File: config.mk
export PLATFORM = sky130hd
export DESIGN_NAME = i2c_target_register_access_fsm_core
export DESIGN_NICKNAME = d
export VERILOG_FILES = /design/src/rtl/core/i2cra_pkg.sv /design/src/rtl/core/i2cra_step.sv /design/src/rtl/core/i2cra_out_stage.sv /design/src/rtl/core/i2c_target_register_access_fsm_core.sv
export SDC_FILE = /design/constraint.sdc
export NUM_CORES = 1
export LEC_CHECK = 0
export BUFFER_PORTS_ARGS = -buffer_cell sky130_fd_sc_hd__buf_4
export CAP_MARGIN = 40
export CORE_MARGIN = 5
export CORE_UTILIZATION = 60
export CTS_BUF_LIST = sky130_fd_sc_hd__clkbuf_4 sky130_fd_sc_hd__clkbuf_8
export CTS_CLUSTER_DIAMETER = 80
export DETAILED_ROUTE_END_ITERATION = 12
export GPL_ROUTABILITY_DRIVEN = 0
export PLACE_DENSITY_LB_ADDON = 0.1
export SYNTH_ARGS = -nofsm -noshare
export SYNTH_HDL_FRONTEND = slang
export SYNTH_SLANG_ARGS = --single-unit
File: constraint.sdc
create_clock -name clk_i -period 5.5 [get_ports clk_i]
set_input_delay 0.825 -clock clk_i [delete_from_list [all_inputs] [get_ports clk_i]]
set_output_delay 0.825 -clock clk_i [all_outputs]
set_load 0.05 [all_outputs]
File: src/rtl/core/i2cra_pkg.sv
// ----------------------------------------------------------------------------
// I2C target register access package
// Shared types and codes for the banked register access front end.
// ----------------------------------------------------------------------------
`timescale 1ns / 1ps
`default_nettype none

package i2cra_pkg;

  localparam logic [2:0] REQ_ADDR_WR = 3'd0;
  localparam logic [2:0] REQ_ADDR_RD = 3'd1;
  localparam logic [2:0] REQ_DATA    = 3'd2;
  localparam logic [2:0] REQ_TX      = 3'd3;

  localparam logic [1:0] CFG_BANK_MASK    = 2'd0;
  localparam logic [1:0] CFG_DEFAULT_BANK = 2'd1;
  localparam logic [1:0] CFG_EVENT_ENABLE = 2'd2;

  localparam logic [15:0] COUNT_MAX = 16'hffff;

  typedef enum logic [2:0] {
    PH_IDLE,
    PH_ADDR_HIGH,
    PH_ADDR_LOW,
    PH_DATA_RX,
    PH_TX
  } phase_e;

  typedef enum logic [1:0] {
    RES_ACK,
    RES_NACK,
    RES_TX,
    RES_DONE
  } kind_e;

  typedef struct packed {
    logic [2:0] req_type;
    logic [7:0] rx_byte;
    logic       store_accepts;
    logic [7:0] read_data;
  } item_t;

  typedef struct packed {
    phase_e      phase;
    logic [7:0]  device_byte;
    logic [7:0]  address_high;
    logic [15:0] reg_ptr;
    logic [15:0] first_addr;
    logic [15:0] count;
    logic [5:0]  bank;
  } state_t;

  typedef struct packed {
    kind_e       kind;
    logic [5:0]  bank_number;
    logic [9:0]  offset;
    logic        write_strobe;
    logic [7:0]  data_byte;
    logic [6:0]  device_address;
    logic [15:0] start_address;
    logic [15:0] byte_count;
    logic        is_write;
    logic        last;
  } res_t;

endpackage

`default_nettype wire

File: src/rtl/core/i2cra_step.sv
// ----------------------------------------------------------------------------
// I2C target register access step logic
// Next state and up to two results for one registered bus event.
// ----------------------------------------------------------------------------
`timescale 1ns / 1ps
`default_nettype none

module i2cra_step #(
  parameter int OFFSET_BITS = 10,
  parameter int BANK_BITS   = 6
) (
  input  i2cra_pkg::state_t st_i,
  input  i2cra_pkg::item_t  item_i,
  input  logic [63:0]       mask_i,
  input  logic              event_enable_i,
  output i2cra_pkg::state_t nxt_o,
  output i2cra_pkg::res_t   r0_o,
  output i2cra_pkg::res_t   r1_o,
  output logic              two_o
);
  import i2cra_pkg::*;

  localparam logic [15:0] OffMask  = 16'((32'd1 << OFFSET_BITS) - 32'd1);
  localparam logic [5:0]  BankMask = 6'((32'd1 << BANK_BITS) - 32'd1);

  logic        bank_ok;
  logic [9:0]  off;
  logic [15:0] ptr_adv;
  logic [15:0] cnt_adv;
  logic [15:0] ptr_new;
  logic [7:0]  tx_data;
  res_t        tx_res;
  res_t        open_res;
  state_t      open_st;
  res_t        done_res;
  res_t        main_res;
  logic        brk;
  logic        is_wr;

  assign bank_ok = mask_i[st_i.bank];
  assign off     = 10'(st_i.reg_ptr & OffMask);
  assign ptr_adv = (st_i.reg_ptr & ~OffMask) | ((st_i.reg_ptr + 16'd1) & OffMask);
  assign cnt_adv = (st_i.count == COUNT_MAX) ? st_i.count : st_i.count + 16'd1;
  assign ptr_new = {st_i.address_high, item_i.rx_byte};
  assign tx_data = bank_ok ? item_i.read_data : 8'd0;

  always_comb begin
    tx_res             = '0;
    tx_res.kind        = RES_TX;
    tx_res.bank_number = st_i.bank;
    tx_res.offset      = off;
    tx_res.data_byte   = tx_data;
  end

  always_comb begin
    open_st  = st_i;
    open_res = '0;
    if (item_i.req_type == REQ_ADDR_WR) begin
      open_st.device_byte = item_i.rx_byte;
      open_st.phase       = PH_ADDR_HIGH;
      open_res.kind       = RES_ACK;
    end else if (item_i.req_type == REQ_ADDR_RD) begin
      open_st.device_byte = item_i.rx_byte;
      open_st.first_addr  = st_i.reg_ptr;
      open_st.count       = 16'd1;
      open_st.reg_ptr     = ptr_adv;
      open_st.phase       = PH_TX;
      open_res            = tx_res;
    end else begin
      open_st.phase = PH_IDLE;
      open_res.kind = RES_NACK;
    end
  end

  always_comb begin
    done_res                = '0;
    done_res.kind           = RES_DONE;
    done_res.device_address = st_i.device_byte[7:1];
    done_res.start_address  = st_i.first_addr;
    done_res.byte_count     = st_i.count;
    done_res.is_write       = is_wr;
  end

  always_comb begin
    nxt_o    = open_st;
    main_res = open_res;
    brk      = 1'b0;
    is_wr    = 1'b0;
    unique case (st_i.phase)
      PH_ADDR_HIGH: begin
        if (item_i.req_type == REQ_DATA) begin
          nxt_o              = st_i;
          nxt_o.address_high = item_i.rx_byte;
          nxt_o.phase        = PH_ADDR_LOW;
          main_res           = '0;
          main_res.kind      = RES_ACK;
        end
      end
      PH_ADDR_LOW: begin
        if (item_i.req_type == REQ_DATA) begin
          nxt_o            = st_i;
          nxt_o.reg_ptr    = ptr_new;
          nxt_o.bank       = 6'(ptr_new >> OFFSET_BITS) & BankMask;
          nxt_o.first_addr = ptr_new;
          nxt_o.count      = 16'd0;
          nxt_o.phase      = PH_DATA_RX;
          main_res         = '0;
          main_res.kind    = RES_ACK;
        end
      end
      PH_DATA_RX: begin
        is_wr = 1'b1;
        if (item_i.req_type == REQ_DATA) begin
          nxt_o                 = st_i;
          nxt_o.reg_ptr         = ptr_adv;
          nxt_o.count           = cnt_adv;
          main_res              = '0;
          main_res.kind         = (bank_ok && item_i.store_accepts) ? RES_ACK : RES_NACK;
          main_res.bank_number  = st_i.bank;
          main_res.offset       = off;
          main_res.write_strobe = bank_ok && item_i.store_accepts;
          main_res.data_byte    = item_i.rx_byte;
        end else begin
          brk = 1'b1;
        end
      end
      PH_TX: begin
        if (item_i.req_type == REQ_TX) begin
          nxt_o         = st_i;
          nxt_o.reg_ptr = ptr_adv;
          nxt_o.count   = cnt_adv;
          main_res      = tx_res;
        end else begin
          brk = 1'b1;
        end
      end
      default: begin
      end
    endcase
  end

  always_comb begin
    two_o = brk && event_enable_i;
    if (two_o) begin
      r0_o = done_res;
      r1_o = main_res;
    end else begin
      r0_o = main_res;
      r1_o = main_res;
    end
    r0_o.last = !two_o;
    r1_o.last = 1'b1;
  end

endmodule

`default_nettype wire

File: src/rtl/core/i2cra_out_stage.sv
// ----------------------------------------------------------------------------
// I2C target register access output stage
// Result register with one spill entry for the second result of an event.
// ----------------------------------------------------------------------------
`timescale 1ns / 1ps
`default_nettype none

module i2cra_out_stage (
  input  logic            clk_i,
  input  logic            rst_ni,
  input  logic            load_i,
  input  logic            two_i,
  input  i2cra_pkg::res_t r0_i,
  input  i2cra_pkg::res_t r1_i,
  input  logic            out_ready_i,
  output logic            out_valid_o,
  output i2cra_pkg::res_t out_o,
  output logic            room_o
);
  import i2cra_pkg::*;

  logic out_valid_q;
  logic out_valid_d;
  logic spill_valid_q;
  logic spill_valid_d;
  res_t out_q;
  res_t out_d;
  res_t spill_q;
  res_t spill_d;
  logic pop;

  assign pop    = out_valid_q && out_ready_i;
  assign room_o = !spill_valid_q && (!out_valid_q || out_ready_i);

  always_comb begin
    out_valid_d   = out_valid_q;
    spill_valid_d = spill_valid_q;
    out_d         = out_q;
    spill_d       = spill_q;
    if (load_i) begin
      out_valid_d   = 1'b1;
      out_d         = r0_i;
      spill_valid_d = two_i;
      spill_d       = r1_i;
    end else if (pop) begin
      if (spill_valid_q) begin
        out_d         = spill_q;
        spill_valid_d = 1'b0;
      end else begin
        out_valid_d = 1'b0;
      end
    end
  end

  always_ff @(posedge clk_i or negedge rst_ni) begin
    if (!rst_ni) begin
      out_valid_q   <= 1'b0;
      spill_valid_q <= 1'b0;
    end else begin
      out_valid_q   <= out_valid_d;
      spill_valid_q <= spill_valid_d;
    end
  end

  always_ff @(posedge clk_i) begin
    out_q   <= out_d;
    spill_q <= spill_d;
  end

  assign out_valid_o = out_valid_q;
  assign out_o       = out_q;

endmodule

`default_nettype wire

File: src/rtl/core/i2c_target_register_access_fsm_core.sv
// ----------------------------------------------------------------------------
// I2C target register access core
// Turns I2C target bus events into register store accesses and replies.
// ----------------------------------------------------------------------------
// Each input transfer is one bus event (address byte, data byte, transmit
// request or other). Each event gives one or two output transfers: an ack,
// a nack or a transmit byte, preceded by a transaction done record when a
// write or read transaction is broken and event reporting is enabled.
// An accepted event is held in an input register, evaluated combinationally and
// its results are written into the output register once that has room, so the
// first result passes the input register and then the output register.
// With the output side ready and the spill entry empty, one event is taken every
// cycle; an event with a done record puts its second result into the single
// spill entry behind the output register, and no event moves on until it drains.
// When the receiver stalls, the output register and its spill entry hold and
// the input register stays full, so in_ready_o drops after one more event.
// Reset empties all stages and returns the transaction state to idle with
// no bank present, default bank zero and reporting off. Configuration writes
// take effect at once and are meant to happen while no event is in flight.
// ----------------------------------------------------------------------------
`timescale 1ns / 1ps
`default_nettype none

module i2c_target_register_access_fsm_core #(
  parameter int OFFSET_BITS = 10,
  parameter int BANK_BITS   = 6
) (
  input  logic        clk_i,
  input  logic        rst_ni,
  input  logic        cfg_we_i,
  input  logic [1:0]  cfg_index_i,
  input  logic [63:0] cfg_wdata_i,
  input  logic        in_valid_i,
  output logic        in_ready_o,
  input  logic [2:0]  req_type_i,
  input  logic [7:0]  rx_byte_i,
  input  logic        store_accepts_i,
  input  logic [7:0]  read_data_i,
  output logic        out_valid_o,
  input  logic        out_ready_i,
  output logic [1:0]  result_kind_o,
  output logic [5:0]  bank_number_o,
  output logic [9:0]  offset_o,
  output logic        write_strobe_o,
  output logic [7:0]  data_byte_o,
  output logic [6:0]  device_address_o,
  output logic [15:0] start_address_o,
  output logic [15:0] byte_count_o,
  output logic        is_write_o,
  output logic        last_o
);
  import i2cra_pkg::*;

  logic        in_valid_q;
  item_t       in_q;
  state_t      state_q;
  state_t      state_nxt;
  logic [63:0] mask_q;
  logic        event_enable_q;
  res_t        r0;
  res_t        r1;
  res_t        out_res;
  logic        two;
  logic        room;
  logic        proceed;

  assign proceed    = in_valid_q && room;
  assign in_ready_o = !in_valid_q || room;

  always_ff @(posedge clk_i or negedge rst_ni) begin
    if (!rst_ni) begin
      in_valid_q <= 1'b0;
    end else if (in_valid_i && in_ready_o) begin
      in_valid_q <= 1'b1;
    end else if (proceed) begin
      in_valid_q <= 1'b0;
    end
  end

  always_ff @(posedge clk_i) begin
    if (in_valid_i && in_ready_o) begin
      in_q <= '{req_type: req_type_i, rx_byte: rx_byte_i,
                store_accepts: store_accepts_i, read_data: read_data_i};
    end
  end

  always_ff @(posedge clk_i or negedge rst_ni) begin
    if (!rst_ni) begin
      mask_q         <= '0;
      event_enable_q <= 1'b0;
      state_q        <= '{phase: PH_IDLE, default: '0};
    end else begin
      if (proceed) begin
        state_q <= state_nxt;
      end
      if (cfg_we_i) begin
        unique case (cfg_index_i)
          CFG_BANK_MASK:    mask_q         <= cfg_wdata_i;
          CFG_DEFAULT_BANK: state_q.bank   <= cfg_wdata_i[5:0];
          CFG_EVENT_ENABLE: event_enable_q <= cfg_wdata_i[0];
          default: begin
          end
        endcase
      end
    end
  end

  i2cra_step #(
    .OFFSET_BITS(OFFSET_BITS),
    .BANK_BITS  (BANK_BITS)
  ) u_step (
    .st_i          (state_q),
    .item_i        (in_q),
    .mask_i        (mask_q),
    .event_enable_i(event_enable_q),
    .nxt_o         (state_nxt),
    .r0_o          (r0),
    .r1_o          (r1),
    .two_o         (two)
  );

  i2cra_out_stage u_out (
    .clk_i      (clk_i),
    .rst_ni     (rst_ni),
    .load_i     (proceed),
    .two_i      (two),
    .r0_i       (r0),
    .r1_i       (r1),
    .out_ready_i(out_ready_i),
    .out_valid_o(out_valid_o),
    .out_o      (out_res),
    .room_o     (room)
  );

  assign result_kind_o    = out_res.kind;
  assign bank_number_o    = out_res.bank_number;
  assign offset_o         = out_res.offset;
  assign write_strobe_o   = out_res.write_strobe;
  assign data_byte_o      = out_res.data_byte;
  assign device_address_o = out_res.device_address;
  assign start_address_o  = out_res.start_address;
  assign byte_count_o     = out_res.byte_count;
  assign is_write_o       = out_res.is_write;
  assign last_o           = out_res.last;

endmodule

`default_nettype wire

* Word level (Yosys, flattened, before mapping) *
Index checks and enable logic that the tools add are counted.

operators by class
  add/subtract/negate cells = 2
  magnitude comparators = 1
  equality and inequality tests = 15
  multiplexer cells = 41
  bitwise operators = 4
  reduce and logical (&&, ||, !) cells = 27

operator list
  operator                                                                      number
  68-bit two-way mux                                                            7
  73-bit two-way mux                                                            4
  73-bit case mux with 4 select lines                                           1
  68-bit case mux with 3 select lines                                           1
  66-bit two-way mux                                                            2
  48-bit two-way mux                                                            2
  6-bit two-way mux                                                             3
  16-bit by 1-bit adder with 16-bit output, second input constant               1
  16-bit equality test, second input constant                                   1
  16-bit two-way mux                                                            1
  8-bit two-way mux                                                             2
  16-bit by 10-bit bitwise OR with 16-bit output                                1
  3-bit by 2-bit equality test with 1-bit output, second input constant         4
  1-bit two-way mux                                                             12
  11-bit two-way mux                                                            1
  10-bit by 1-bit adder with 10-bit output, second input constant               1
  2-bit inequality test, second input constant                                  5
  2-bit AND reduction                                                           5
  6-bit by 7-bit less-than comparator with 1-bit output, second input constant  1
  1-bit binary-select mux with 6-bit select                                     1
  3-bit by 1-bit equality test with 1-bit output, second input constant         2
  1-bit logical AND                                                             6
  6-bit AND reduction                                                           1
  2-bit nonzero test                                                            3
  15 further kinds                                                              22

storage, ports and cells
  bits in registers = 296

* Depth between registers and ports, before layout *
  depth after elaboration = 9
  depth in mapped cells = 11

* Cells and area by module *
A second synthesis with hierarchy kept.

unflattened totals
  cells, all modules = 1139
  area total of the unflattened synthesis = 15314.7 sq um

by module, submodules not included
  module                               instances  cells each  area each (sq um)
  i2c_target_register_access_fsm_core  1          339         6236.0
  i2cra_out_stage                      1          222         5340.1
  i2cra_step                           1          578         3738.6

* Worst setup path before layout *
No wires, ideal clock.

  kind = in2reg
  start point = input out_ready_i
  end point = register u_out.out_q (netlist bit u_out.out_o[0]), enable pin
  setup time = 0.517 ns
  arrival = 4.198 ns
  required time = 4.983 ns
  path slack = 0.785 ns
  stages on the path = 2
  buffers on the path = 0
  cell sequence = nor2b_1 a21oi_1

on the way
  cells in the longest elaborated chain, start to end = 5

RTL lines
  element                          RTL line                                   RTL
  start, declared                  i2c_target_register_access_fsm_core.sv:40  input logic out_ready_i,
  1-bit logical OR                 i2cra_out_stage.sv:33                      assign room_o = !spill_valid_q && (!out_valid_q || out_ready_i);
  1-bit logical AND                i2cra_out_stage.sv:33
  1-bit logical AND                i2c_target_register_access_fsm_core.sv:67  assign proceed = in_valid_q && room;
  2-bit nonzero test (no line)     --
  2-bit AND reduction (no line) *  --
  end signal, assigned             i2cra_out_stage.sv:66                      out_q <= out_d;
  end, declared                    i2cra_out_stage.sv:26                      res_t out_q;

Every way passes the cells marked *; elsewhere a longest branch is shown, timed or not.
A chain may end at the register's enable or synchronous reset.

==> flow_summary_export.csv <==
group,metric,value,unit
run_status,outcome,"completed",
sta,finalHoldViolCount,0,
synth,yosysWarnings,0,
synth,syn_nets,1050,
sta,layout_setup_ws,2.116,ns
global_routing,track_usage,25.15,%
power,ir_worst_vdd,0.0002368,V
floorplanning,io-pin-count,161,
final_layout,nFillCells,1430,
sta,setup_viol,0,
final_layout,ff_latch_area,6957,µm²
sta,slew_headroom,38.56,%
drt,drt-wirelength-per-cell,19.65,µm
clock_tree,htreeDepth,2,
clock_tree,insertion_delay,0.53,ns
final_layout,syn_to_final_growth,19.60,%
synth,postSynthCellCount,956,
synth,synth_top_cells_by_area,"dfrtp_1, edfxtp_1, mux2_2",
synth,synth_area_per_cell,12.29,µm²
floorplanning,core,19400,µm²
drt,drc,0,
clock_tree,post_cts_buffers,0,
place,placed_area,13190,µm²
sta,fmax,0.2955,GHz
clock_tree,cts_tree,"yes",
global_routing,grt_max_degree,58,
clock_tree,cts-root-buf,"clkbuf_8",
final_layout,multi_input_area,4438,µm²
place,dp_hpwl,19000,µm
synth,synth_seq_area_share,59.22,%
place,dp_slack,1.881,ns
critical_path,worstSetupEndpointType,"register",
drt,dr.pass1.iters,6,
global_routing,grt_pass1_vias,8373,
clock_tree,clock_sinks,255,
final_layout,final_nets,1205,
clock_tree,hold_buffers,0,
sta,fin_worst_skew,0.01890,ns
critical_path,critPathArrivalTime,3.62,ns
synth,synth_edf_count,115,
floorplanning,die_y,149.9,µm
sta,worst_pin_slew,0.9198,ns
critical_path,cp-start-kind,"register",
sta,finalCritPeriodShare,61.53,%
critical_path,worst-path-max-fanout,15,
drt,ant_nets,0,
critical_path,worstSetupPathType,"register to register",
sta,rsz0062_at_grt,"false",
synth,synth_top_area_share,29.82,%
floorplanning,start_util,60.56,%
final_layout,diodes,0,
clock_tree,clk_pin_slew,0.07,ns
power,p_per_area,408.5,nW/µm²
clock_tree,cts-buffers-inserted,40,
synth,ys_types,67,
global_routing,antenna_found_initial,0,
floorplanning,core.rowCount,51,
synth,ys.flop_type,"dfrtp_1",
sta,finalCriticalPeriod,3.384,ns
final_layout,layout-drive-gt1-share,30.21,%
floorplanning,die_w,149.9,µm
synth,yosys_register_bits,255,
floorplanning,dieArea,22480,µm²
synth,synth_top_cell_by_area,"dfrtp_1",
global_routing,grt_remaining_overflow,0,
synth,synthArstFlopShare,54.90,%
synth,netlist_area,11750,µm²
clock_tree,cts_resized,0,
drt,drt_iter0_markers,970,
flow_run,max-cap-violations,0,
final_layout,fin_area,14050,µm²
drt,vias_per_cell,5.991,
clock_tree,cts_buffer_depth,3,
drt,wl,27650,µm
drt,num_vias,8429,
min_path,min_path_type,"input port to asynchronous set/reset pin",
global_routing,grt_pass1_wl,44320,µm
sta,tns,0,ns
critical_path,required,5.74,ns
power,p_leak,5.747,nW
place,port_buffers,160,
sta,slew_viol_final,0,
==> cells in the final DEF, fill, tap and decap left out, types with 4 or more instances in the layout <==
cell      Yosys  layout
mux4_1       10      10
nand2_1      65      65
clkbuf_8      0      50
nand3_1      30      30
and3_1        6       6
o22a_1        4       4
a32o_1       10      10
dfrtp_1     140     140
mux2i_1      21      21
clkinv_2      0       4
o221ai_1      4       4
nor3_1        7       6
nor3b_1       6       5
nor2_1       39      39
o21ai_0      76      76
xor2_1        5       5
o22ai_1       5       5
o31ai_1       4       4
a21oi_1      44      43
and2_1       58      58
a211oi_1      5       5
nand4_1       9       9
a22oi_1      16      16
buf_4         0     172
nand2b_1      8       8
inv_1        17      17
nor2b_1       7       7
or2_2         5       5
a22o_1       24      24
clkbuf_4      0      17
mux2_2       74      74
a31oi_1      14      14
a41oi_1       4       4
o21a_1        7       7
edfxtp_1    115     115
==> cell families (layout without fill, tap and decap cells) <==
logic type	after synthesis	in the layout	share of synthesized area, %
xor gates and xnor gates	8	8	0.5965
muxes	108	108	11.69
buffers and inverters	84	270	3.185
adders and majority gates	4	4	0.4048
and+or+nand+nor	258	258	11.57
DFF	255	255	59.22
AOI/OAI and AO/OA	239	239	13.33
==> Yosys cell counts (16+ instances only) <==
master,count
nand2_1,65
dfrtp_1,140
and2_1,58
mux2i_1,21
a21oi_1,44
a22oi_1,16
a22o_1,24
edfxtp_1,115
clkbuf_1,46
inv_1,17
nand3_1,30
mux2_2,74
o21ai_0,76
nor2_1,39
==> layout make-up <==
cell class | count | area share [%]
well taps | 265 | 2.360
repair buffers | 178 | 9.992
clock inverters | 6 | 0.2315
multi-input cells | 617 | 31.59
clock buffers | 67 | 5.806
inverters | 19 | 0.5076
flip-flops and latches | 255 | 49.51
==> final timing paths <==
kind | from | to | slack (ns) | cells after the start
max in group asynchronous | rst_ni | state_q[2] | 4.29 | 2
min in group clk_i | req_type_i[1] | in_q[18] | 0.46 | 1
setup / recovery | state_q[0] | u_out.out_o[47] | 2.12 | 7
hold reg to reg | state_q[33] | state_q[33] | 0.49 | 2
hold / removal | rst_ni | in_valid_q | 0.20 | 1
setup reg to reg | state_q[0] | u_out.out_o[47] | 2.12 | 7
==> routing by layer <==
layer / track usage (%) / vias up / routed length (µm) / share of wire (%)
met2: 39.13 / 402 / 13110 / 47
met5: 0 / - / 0 / 0
met3: 4.846 / 69 / 2527 / 9.1
met4: 9.927 / 0 / 850 / 3.1
met1: 35.35 / 4073 / 11160 / 40
li1: - / 3885 / - / -
==> sequential cells by signal (all words and copies together), names as in the netlist, named ones only <==
| name | cells |
|---|---|
| in_q | 20 |
| u_out.out_o | 68 |
| u_out.spill_valid_q | 1 |
| mask_q | 64 |
| u_out.out_valid_o | 1 |
| u_out.spill_q | 27 |
| in_valid_q | 1 |
| event_enable_q | 1 |
| state_q | 66 |
==> through the flow <==
step / instances / util (%) / hold slack (ns) / total power, mW
floorplan: 956 / - / 0.4418 / 3.660
global placement: 1330 / 67.63 / 0.4689 / 4.067
detailed placement: 1333 / 67.98 / 0.4747 / 4.122
CTS: 1406 / 72.35 / 0.1784 / 5.772
global route: 1407 / 72.43 / 0.1989 / 6.017
finish: 1407 / 72.43 / 0.1993 / 5.740
==> critical path, cell delays in order (launching register included) <==
cell	delay (ns)
dfrtp_1	0.84
buf_4	0.32
mux4_1	0.56
mux2_2	0.28
nand2_1	0.07
a32oi_1	0.13
a41oi_1	0.67
o21ai_0	0.23
==> report_power, final <==
part | internal (mW) | switching [mW] | leakage [nW]
registers | 2.41 | 0.344 | 2.83
logic | 0.549 | 0.791 | 2.46
clock network | 0.936 | 0.708 | 0.459
total | 3.90 | 1.84 | 5.75
No activity file was read; power rests on OpenSTA's default activity.
